--- src/lfpr_pkg.sv ---
// Shared types and constants for the length-framed packet receiver.
package lfpr_pkg;

  localparam logic [7:0] HEADER_BYTE       = 8'hFD;
  localparam int         DEFAULT_BUF_DEPTH = 128;

  typedef enum logic [2:0] {
    PH_HEADER = 3'd0,
    PH_TYPE   = 3'd1,
    PH_LENGTH = 3'd2,
    PH_DATA   = 3'd3,
    PH_CHECK  = 3'd4
  } phase_t;

  typedef struct packed {
    logic       store_valid;
    logic [6:0] store_index;
    logic [7:0] store_data;
    logic       payload_overflow;
    logic       frame_end;
    logic       frame_good;
    logic       frame_abort;
  } result_t;

endpackage

--- src/lfpr_core.sv ---
// Frame parser state and per-beat next-state and result logic.
module lfpr_core #(
  parameter int BUF_DEPTH = lfpr_pkg::DEFAULT_BUF_DEPTH
) (
  input  logic             clk,
  input  logic             rst,
  input  logic             advance,
  input  logic [7:0]       rx_byte,
  output lfpr_pkg::result_t result
);
  import lfpr_pkg::*;

  localparam logic [16:0] DEPTH = 17'(BUF_DEPTH);

  phase_t      phase, phase_next;
  logic        length_low_next, length_low_next_next;
  logic [15:0] payload_length, payload_length_next;
  logic [15:0] byte_count, byte_count_next;
  logic [7:0]  running_sum, running_sum_next;
  logic [15:0] count_inc;

  always_ff @(posedge clk) begin
    if (rst) begin
      phase           <= PH_HEADER;
      length_low_next <= 1'b0;
      payload_length  <= '0;
      byte_count      <= '0;
      running_sum     <= '0;
    end else if (advance) begin
      phase           <= phase_next;
      length_low_next <= length_low_next_next;
      payload_length  <= payload_length_next;
      byte_count      <= byte_count_next;
      running_sum     <= running_sum_next;
    end
  end

  assign count_inc = byte_count + 16'd1;

  always_comb begin
    phase_next           = phase;
    length_low_next_next = length_low_next;
    payload_length_next  = payload_length;
    byte_count_next      = byte_count;
    running_sum_next     = running_sum;
    result               = '0;
    unique case (phase)
      PH_TYPE: begin
        if (rx_byte != 8'd0) begin
          phase_next           = PH_LENGTH;
          length_low_next_next = 1'b0;
        end else begin
          result.frame_abort   = 1'b1;
          phase_next           = PH_HEADER;
          length_low_next_next = 1'b0;
          payload_length_next  = '0;
          byte_count_next      = '0;
          running_sum_next     = '0;
        end
      end
      PH_LENGTH: begin
        running_sum_next = running_sum + rx_byte;
        if (!length_low_next) begin
          payload_length_next  = {rx_byte, 8'd0};
          length_low_next_next = 1'b1;
        end else begin
          payload_length_next  = payload_length | {8'd0, rx_byte};
          length_low_next_next = 1'b0;
          byte_count_next      = '0;
          phase_next           = PH_DATA;
        end
      end
      PH_DATA: begin
        if (payload_length == 16'd0 || byte_count >= payload_length) begin
          result.frame_abort   = 1'b1;
          phase_next           = PH_HEADER;
          length_low_next_next = 1'b0;
          payload_length_next  = '0;
          byte_count_next      = '0;
          running_sum_next     = '0;
        end else begin
          running_sum_next = running_sum + rx_byte;
          if ({1'b0, byte_count} < DEPTH) begin
            result.store_valid = 1'b1;
            result.store_index = byte_count[6:0];
            result.store_data  = rx_byte;
          end else begin
            result.payload_overflow = 1'b1;
          end
          byte_count_next = count_inc;
          if (count_inc == payload_length) begin
            phase_next = PH_CHECK;
          end
        end
      end
      PH_CHECK: begin
        result.frame_end     = 1'b1;
        result.frame_good    = (rx_byte == running_sum);
        phase_next           = PH_HEADER;
        length_low_next_next = 1'b0;
        payload_length_next  = '0;
        byte_count_next      = '0;
        running_sum_next     = '0;
      end
      default: begin
        length_low_next_next = 1'b0;
        payload_length_next  = '0;
        byte_count_next      = '0;
        running_sum_next     = '0;
        phase_next           = (rx_byte == HEADER_BYTE) ? PH_TYPE : PH_HEADER;
      end
    endcase
  end

endmodule

--- src/length_framed_packet_receiver.sv ---
// Length-framed packet receiver: one result beat per received byte.
// Parses frames of a 0xFD header, a non-zero type byte, a 16-bit big-endian
// length, the payload and an 8-bit checksum (sum of both length bytes and all
// payload bytes). Every accepted byte yields exactly one registered result
// beat; a byte can be accepted every cycle while the result register is empty
// or being drained, so throughput is one byte per clock. Payload bytes at
// positions below BUF_DEPTH come out as buffer writes; later ones are flagged
// as overflow. Zero type or zero length drops the frame with frame_abort.
module length_framed_packet_receiver #(
  parameter int BUF_DEPTH = lfpr_pkg::DEFAULT_BUF_DEPTH
) (
  input  logic       clk,
  input  logic       rst,
  input  logic       rx_valid,
  output logic       rx_ready,
  input  logic [7:0] rx_byte,
  output logic       res_valid,
  input  logic       res_ready,
  output logic       store_valid,
  output logic [6:0] store_index,
  output logic [7:0] store_data,
  output logic       payload_overflow,
  output logic       frame_end,
  output logic       frame_good,
  output logic       frame_abort
);
  import lfpr_pkg::*;

  logic    accept;
  result_t step_result;
  result_t result;

  assign rx_ready = !res_valid || res_ready;
  assign accept   = rx_valid && rx_ready;

  lfpr_core #(
    .BUF_DEPTH(BUF_DEPTH)
  ) u_core (
    .clk    (clk),
    .rst    (rst),
    .advance(accept),
    .rx_byte(rx_byte),
    .result (step_result)
  );

  always_ff @(posedge clk) begin
    if (rst) begin
      res_valid <= 1'b0;
    end else if (accept) begin
      res_valid <= 1'b1;
    end else if (res_ready) begin
      res_valid <= 1'b0;
    end
  end

  always_ff @(posedge clk) begin
    if (accept) begin
      result <= step_result;
    end
  end

  assign store_valid      = result.store_valid;
  assign store_index      = result.store_index;
  assign store_data       = result.store_data;
  assign payload_overflow = result.payload_overflow;
  assign frame_end        = result.frame_end;
  assign frame_good       = result.frame_good;
  assign frame_abort      = result.frame_abort;

  a_beat_yields_result: assert property (@(posedge clk) disable iff (rst)
    accept |=> res_valid)
    else $error("accepted byte produced no result beat");

  a_good_needs_end: assert property (@(posedge clk) disable iff (rst)
    res_valid && frame_good |-> frame_end)
    else $error("frame_good without frame_end");

  a_single_event: assert property (@(posedge clk) disable iff (rst)
    res_valid |-> $onehot0({store_valid, payload_overflow, frame_end, frame_abort}))
    else $error("more than one event flagged in one beat");

endmodule
--- config.mk ---
export PLATFORM = sky130hd
export DESIGN_NAME = length_framed_packet_receiver
export DESIGN_NICKNAME = d
export VERILOG_FILES = /design/src/lfpr_pkg.sv /design/src/lfpr_core.sv /design/src/length_framed_packet_receiver.sv
export SDC_FILE = /design/constraint.sdc
export NUM_CORES = 1
export LEC_CHECK = 0
export ABC_AREA = 1
export BUFFER_PORTS_ARGS = -buffer_cell sky130_fd_sc_hd__buf_4
export CAP_MARGIN = 40
export CORE_MARGIN = 2
export CORE_UTILIZATION = 35
export CTS_BUF_LIST = sky130_fd_sc_hd__clkbuf_4
export CTS_CLUSTER_SIZE = 24
export DETAILED_ROUTE_END_ITERATION = 12
export PLACE_DENSITY = 0.49
export SYNTH_ARGS = -nofsm -noshare
export SYNTH_HDL_FRONTEND = slang
export SYNTH_SLANG_ARGS = --single-unit
--- constraint.sdc ---
create_clock -name clk -period 5.6 [get_ports clk]
set_input_delay 0 -clock clk [delete_from_list [all_inputs] [get_ports clk]]
set_output_delay 0 -clock clk [all_outputs]
set_load 0.05 [all_outputs]
=== Yosys cells after proc, flatten, opt, wreduce, memory -nomap -nowiden ===
Cells that the tools add are included.

* Equal/unequal tests: 11
* Order comparisons: 2
* Reduce and logical (&&, ||, !) cells: 14
* Bitwise operators: 3
* Multiplexer cells: 27
* $add $sub $neg: 2

{| class="wikitable"
|+ Operators with widths
! kind !! count
|-
| $mux 16 || 6
|-
| $pmux 16 s3 || 2
|-
| $pmux 8 s3 || 1
|-
| $add 16x1->16 const B || 1
|-
| $eq 16x16->1 || 1
|-
| $ge 16x16->1 || 1
|-
| $logic_not 16->1 || 1
|-
| $lt 16x8->1 const B || 1
|-
| $mux 8 || 2
|-
| $or 16x8->16 || 1
|-
| $pmux 3 s4 || 1
|-
| $mux 3 || 3
|-
| $reduce_and 3->1 || 3
|-
| $add 8x8->8 || 1
|-
| $eq 8x8->1 || 1
|-
| $eq 8x8->1 const B || 1
|-
| $mux 1 || 8
|-
| $reduce_bool 8->1 || 1
|-
| $eq 3x2->1 const B || 2
|-
| $mux 2 || 2
|-
| $ne 2x1->1 const B || 2
|-
| $pmux 1 s2 || 2
|-
| $reduce_and 2->1 || 2
|-
| $eq 3x1->1 const B || 1
|-
| other kinds (10) || 12
|}

* Word-level logic and storage cells: 72
* Register bits after elaboration: 65

=== Longest topological paths before layout ===
* Depth in word-level cells: 5
* Gate-level depth with buffers: 15
* Mapped depth without buffers: 15

=== Hierarchy ===
A second synthesis with hierarchy kept.

* Cell total of the unflattened synthesis: 555
* Area total of the unflattened synthesis: 3986.3 um2

{| class="wikitable"
|+ Modules (own cells, without submodules)
! module !! sequential area each (um2) !! times used !! cells an instance !! area each (um2)
|-
| lfpr_core || 880.8 || 1 || 529 || 3338.2
|-
| length_framed_packet_receiver || 620.6 || 1 || 26 || 648.1
|}

=== Least setup slack after synthesis ===
No wires, ideal clock.

* Path type: register to register
* From: reg res_valid
* To: reg u_core.payload_length[0]
* Arrival: 2.628 ns
* Buffers on the path: 0
* Stages on the path, launching flop included: 9
* Path slack: 2.856 ns
* Cells stage by stage: dfxtp_1 a21oi_1 inv_1 nor2_1 inv_2 nor2_4 o21ai_2 nand2_2 nor2_1

* Cells in the longest elaborated chain, start to end: 4

{| class="wikitable"
|+ Ends and longest elaborated chain
! what !! RTL line !! text
|-
| from (decl) || length_framed_packet_receiver.sv:17 || <nowiki>output logic res_valid,</nowiki>
|-
| from (signal assigned) || length_framed_packet_receiver.sv:48 || <nowiki>res_valid <= 1'b0;</nowiki>
|-
| from (signal assigned) || length_framed_packet_receiver.sv:50 || <nowiki>res_valid <= 1'b1;</nowiki>
|-
| from (signal assigned) || length_framed_packet_receiver.sv:52 || <nowiki>res_valid <= 1'b0;</nowiki>
|-
| $logic_not 1->1 || length_framed_packet_receiver.sv:33 || <nowiki>assign rx_ready = !res_valid || res_ready;</nowiki>
|-
| $logic_or 1x1->1 || length_framed_packet_receiver.sv:33 ||
|-
| $logic_and 1x1->1 || length_framed_packet_receiver.sv:34 || <nowiki>assign accept = rx_valid && rx_ready;</nowiki>
|-
| net accept || length_framed_packet_receiver.sv:29 || <nowiki>logic accept;</nowiki>
|-
| $reduce_and 3->1 (no line) || - ||
|-
| to (signal assigned) || lfpr_core.sv:32 || <nowiki>payload_length <= payload_length_next;</nowiki>
|-
| to (decl) || lfpr_core.sv:17 || <nowiki>logic [15:0] payload_length, payload_length_next;</nowiki>
|}

The timed path passes the listed nets, and every way through them passes these cells.
A chain may end at the register's enable or synchronous reset.

=== Final worst setup path ===
* From: reg u_core.payload_length[13]
* To: reg result, in the netlist store_data[0] (data pin)

* Cells in the longest elaborated chain, start to end: 3

{| class="wikitable"
|+ Ends and longest elaborated chain
! what !! RTL line !! text
|-
| $ge 16x16->1 or $logic_not 16->1 (tied branches) || lfpr_core.sv:74 || <nowiki>if (payload_length == 16'd0 || byte_count >= payload_length) begin</nowiki>
|-
| $logic_or 1x1->1 * || lfpr_core.sv:74 ||
|-
| $reduce_or 3->1 (no line) * || - ||
|-
| to (signal assigned) || length_framed_packet_receiver.sv:58 || <nowiki>result <= step_result;</nowiki>
|-
| to (decl) || length_framed_packet_receiver.sv:31 || <nowiki>result_t result;</nowiki>
|}

Every way passes the cells marked *; elsewhere a longest branch is shown, timed or not.

==> results by group <==
Status
  • Status: completed

Timing
  • RSZ-0062 raised after global routing: false
  • Final setup TNS: 0 ns
  • Fin crit share: 45.7%
  • Final Hold Viols: 0
  • Clk_skew: 0.0163 ns
  • Final setup margin: 3.04 ns
  • Final setup fails: 0
  • Relative slew slack: 53.4%
  • Tmin final: 2.56 ns
  • Slew @ Worst Pin: 0.697 ns
  • Final Slew Violations: 0
  • Achievable frequency: 391 MHz

Setup path
  • Worst path buffer plus inverter count: 1
  • End of the critical path: store_data[0]
  • Reg2reg path depth: 9
  • CP Launch Point: u_core.payload_length[13]
  • Critical path peak fanout: 16
  • Delay-heaviest family, CP: simple AND/OR/NAND/NOR gates
  • WP depth: 9
  • Reg-to-Reg Start: u_core.payload_length[13]
  • Worst setup path class: flop to flop
  • Critical R2R Capture: store_data[0]
  • CP endpoint kind: flop
  • Startpoint Class: flop
  • CP max stage cell: nand2_1
  • WP data required: 5.88 ns
  • Crit path DAT: 2.84 ns
  • R2R Setup Slk: 3.04 ns
  • CP max stage delay: 0.47 ns
  • Crit-path cells: inv_1, ha_1, a21oi_1, o21ai_0, a21oi_1, nand4_1, nor2_1, nand2_1, nor2_1

CTS
  • Root buf cell: clkbuf_4
  • CTS tree: built
  • TritonCTS buffer count: 9
  • Post-CTS Repair Setup Buffers: 0
  • Longest Clk Path Bufs: 2
  • # H-tree levels: 3
  • Clk_lat worst skew: 0.44 ns
  • Sink Count: 65
  • Reg clk slew, reported paths: 0.13 ns

Pwr
  • Maximum vdd drop: 0.000146 V
  • Net Sw Power: 0.339 mW
  • Internal power: 0.786 mW
  • Logic pwr share: 16.5%
  • Static leakage: 2.05 nW
  • PD cells: 243 mW/mm^2
  • Sw frac: 30.1%
  • Clock Power Share: 37.9%
  • Sequential power share: 45.5%

Detailed routing
  • Initial DRC count: 105
  • Via total after detailed routing: 3620
  • Drt first pass iters: 4
  • Wire length per cell: 14.4 um
  • Total wire length: 10800 um
  • Drt drc: 0
  • Via/cell ratio: 4.85
  • Routed Antenna Nets: 0

Logic synthesis
  • Syn avg cell area: 7.14 um^2
  • Number of distinct library cells after synthesis: 34
  • Ys Warns: 0
  • Main synth FF type: dfxtp_1
  • EDFF count, synth: 20
  • Synthesized flop and latch total: 65
  • Register area share after synthesis: 37.9%
  • Synth async-reset ratio: 0%
  • Gate Count Post-Synth: 555
  • Cell area after synthesis: 0.00396 mm^2
  • Net Count, Synth: 592

Final layout
  • Number of antenna diodes: 0
  • Multi-input combinational cell area: 0.00211 mm^2
  • Finished Core Util: 42.4%
  • FF+latch area: 0.00150 mm^2
  • Share of cells above drive strength 1: 12.7%
  • Area growth syn-to-layout: 17.0%
  • Nets@finish: 639
  • FILL cells: 1204

Global route
  • GRT Overall Usage: 17.9%
  • Largest net degree at the start of global routing: 27
  • Grt ovf: 0
  • First-pass GRT wire length: 17400 um
  • Vias in the first global route: 3441
  • Antenna violations before repair: 0

Placement
  • Routability cong.: 0.908
  • Post-DP HPWL: 8060 um
  • Port Buffers: 33
  • Post-Place Worst Slack: 3.05 ns

Floorplan
  • Starting Density: 36.2%
  • # IOs: 34
  • Die area: 0.0122 mm^2
  • Die Ht: 110 um
  • Core Area: 0.0109 mm^2
  • Die X: 110 um
  • Site Rows: 38

Hold path
  • Worst hold path type: input port to flop

Flow run
  • Max cap viols: 0
-- worst register-to-register path, cell delays in order (launching register included) --
cell and delay, ns:
dfxtp_1 0.39, inv_1 0.11, ha_1 0.30, a21oi_1 0.21
o21ai_0 0.12, a21oi_1 0.15, nand4_1 0.17, nor2_1 0.24
nand2_1 0.47, nor2_1 0.24
-- metal layers --
metal,GRT usage (%),vias to the layer above,share of wire [%]
li1,-,1906,-
met1,23.5,1633,48
met2,29.7,68,46
met3,3.18,13,4.1
met4,5.92,0,1.6
met5,0,-,0
-- sequential cells by signal, summed over array words and instances (netlist names) --
name                    flops
frame_abort                 1
frame_end                   1
frame_good                  1
payload_overflow            1
res_valid                   1
store_data                  8
store_index                 7
store_valid                 1
u_core.byte_count          16
u_core.length_low_next      1
u_core.payload_length      16
u_core.phase                3
u_core.running_sum          8
-- layout by cell type (no fill, tap or decap), types with 2 or more instances in the layout --
cell / count
nand2_1: 142
inv_1: 76
nor2_1: 61
nand3_1: 54
dfxtp_1: 45
a21oi_1: 42
buf_4: 34
ha_1: 24
edfxtp_1: 20
o21ai_0: 15
nand4_1: 15
dlygate4sd3_1: 11
clkbuf_4: 9
xor2_1: 8
nor3_1: 7
nand2_2: 5
nor2_2: 5
inv_2: 4
nand3_2: 4
nor2_4: 4
bufinv_16: 3
a21oi_2: 2
o21ai_1: 2
nor4_1: 2
clkinvlp_4: 2
-- logic make-up after synthesis --
logic type	count (synthesis)	synth area share [%]
and+or+nand+nor	302	34.0
buffers and inverters	89	9.00
DFF	65	37.9
AOI/OAI and AO/OA	64	8.46
adders and majority gates	25	8.08
xor gates and xnor gates	10	2.59
-- what timing repair did --
| item | 4_1_cts | 5_1_grt |
|---|---|---|
| resized for setup | 0 | 0 |
| hold endpoints to repair | 44 | 0 |
| hold buffers | 11 | 0 |
-- power groups by stage --
stage,combinational [mW],clock [mW],sequential [mW]
final,0.186,0.427,0.512
after global routing,0.209,0.452,0.515
after CTS,0.189,0.434,0.512
after detailed placement,0.182,0,0.523
after global placement,0.183,0,0.523
after floorplan,0.102,0,0.547
-- layout make-up --
class / count / area share [%]
Clock buffer: 9 / 1.46
Clock inverter: 7 / 2.54
Inverter: 80 / 6.48
Multi-Input combinational cell: 401 / 45.5
Sequential cell: 65 / 32.4
Tap cell: 140 / 3.78
Timing Repair Buffer: 45 / 7.88
-- cell usage after synthesis (5+ instances only) --
master,instances,area share (%)
nand4_1,15,2.4
dfxtp_1,45,23
o21ai_0,15,1.9
nor2_2,5,0.79
edfxtp_1,20,15
ha_1,24,7.6
inv_1,76,7.2
a21oi_1,43,5.4
nor3_1,7,0.88
nand3_1,54,6.8
nand2_2,5,0.79
nor2_1,61,5.8
xor2_1,8,1.8
nand2_1,142,13
-- per-stage QoR --
stage          cells  power, mW  hold slack, ns  cell area [um^2]
6_report         747       1.13           0.225              4640
5_1_grt          747       1.18           0.241              4640
4_1_cts          747       1.14           0.209              4640
3_5_place_dp     720      0.705           0.290              4340
3_3_place_gp     720      0.706           0.280              4340
2_1_floorplan    555      0.649           0.138              3960
-- how the worst min path moves through the flow --
stage / from / endpoint / slack (ns) / depth (start not counted)
2_1_floorplan: rx_byte[2] / u_core.payload_length[10] / 0.14 / 2
3_3_place_gp: rx_valid / res_valid / 0.28 / 3
3_5_place_dp: rx_valid / res_valid / 0.29 / 3
4_1_cts: res_ready / frame_end / 0.21 / 4
5_1_grt: res_ready / store_data[4] / 0.24 / 4
6_report: res_ready / frame_end / 0.22 / 4
(Power assumes the default switching activity.)
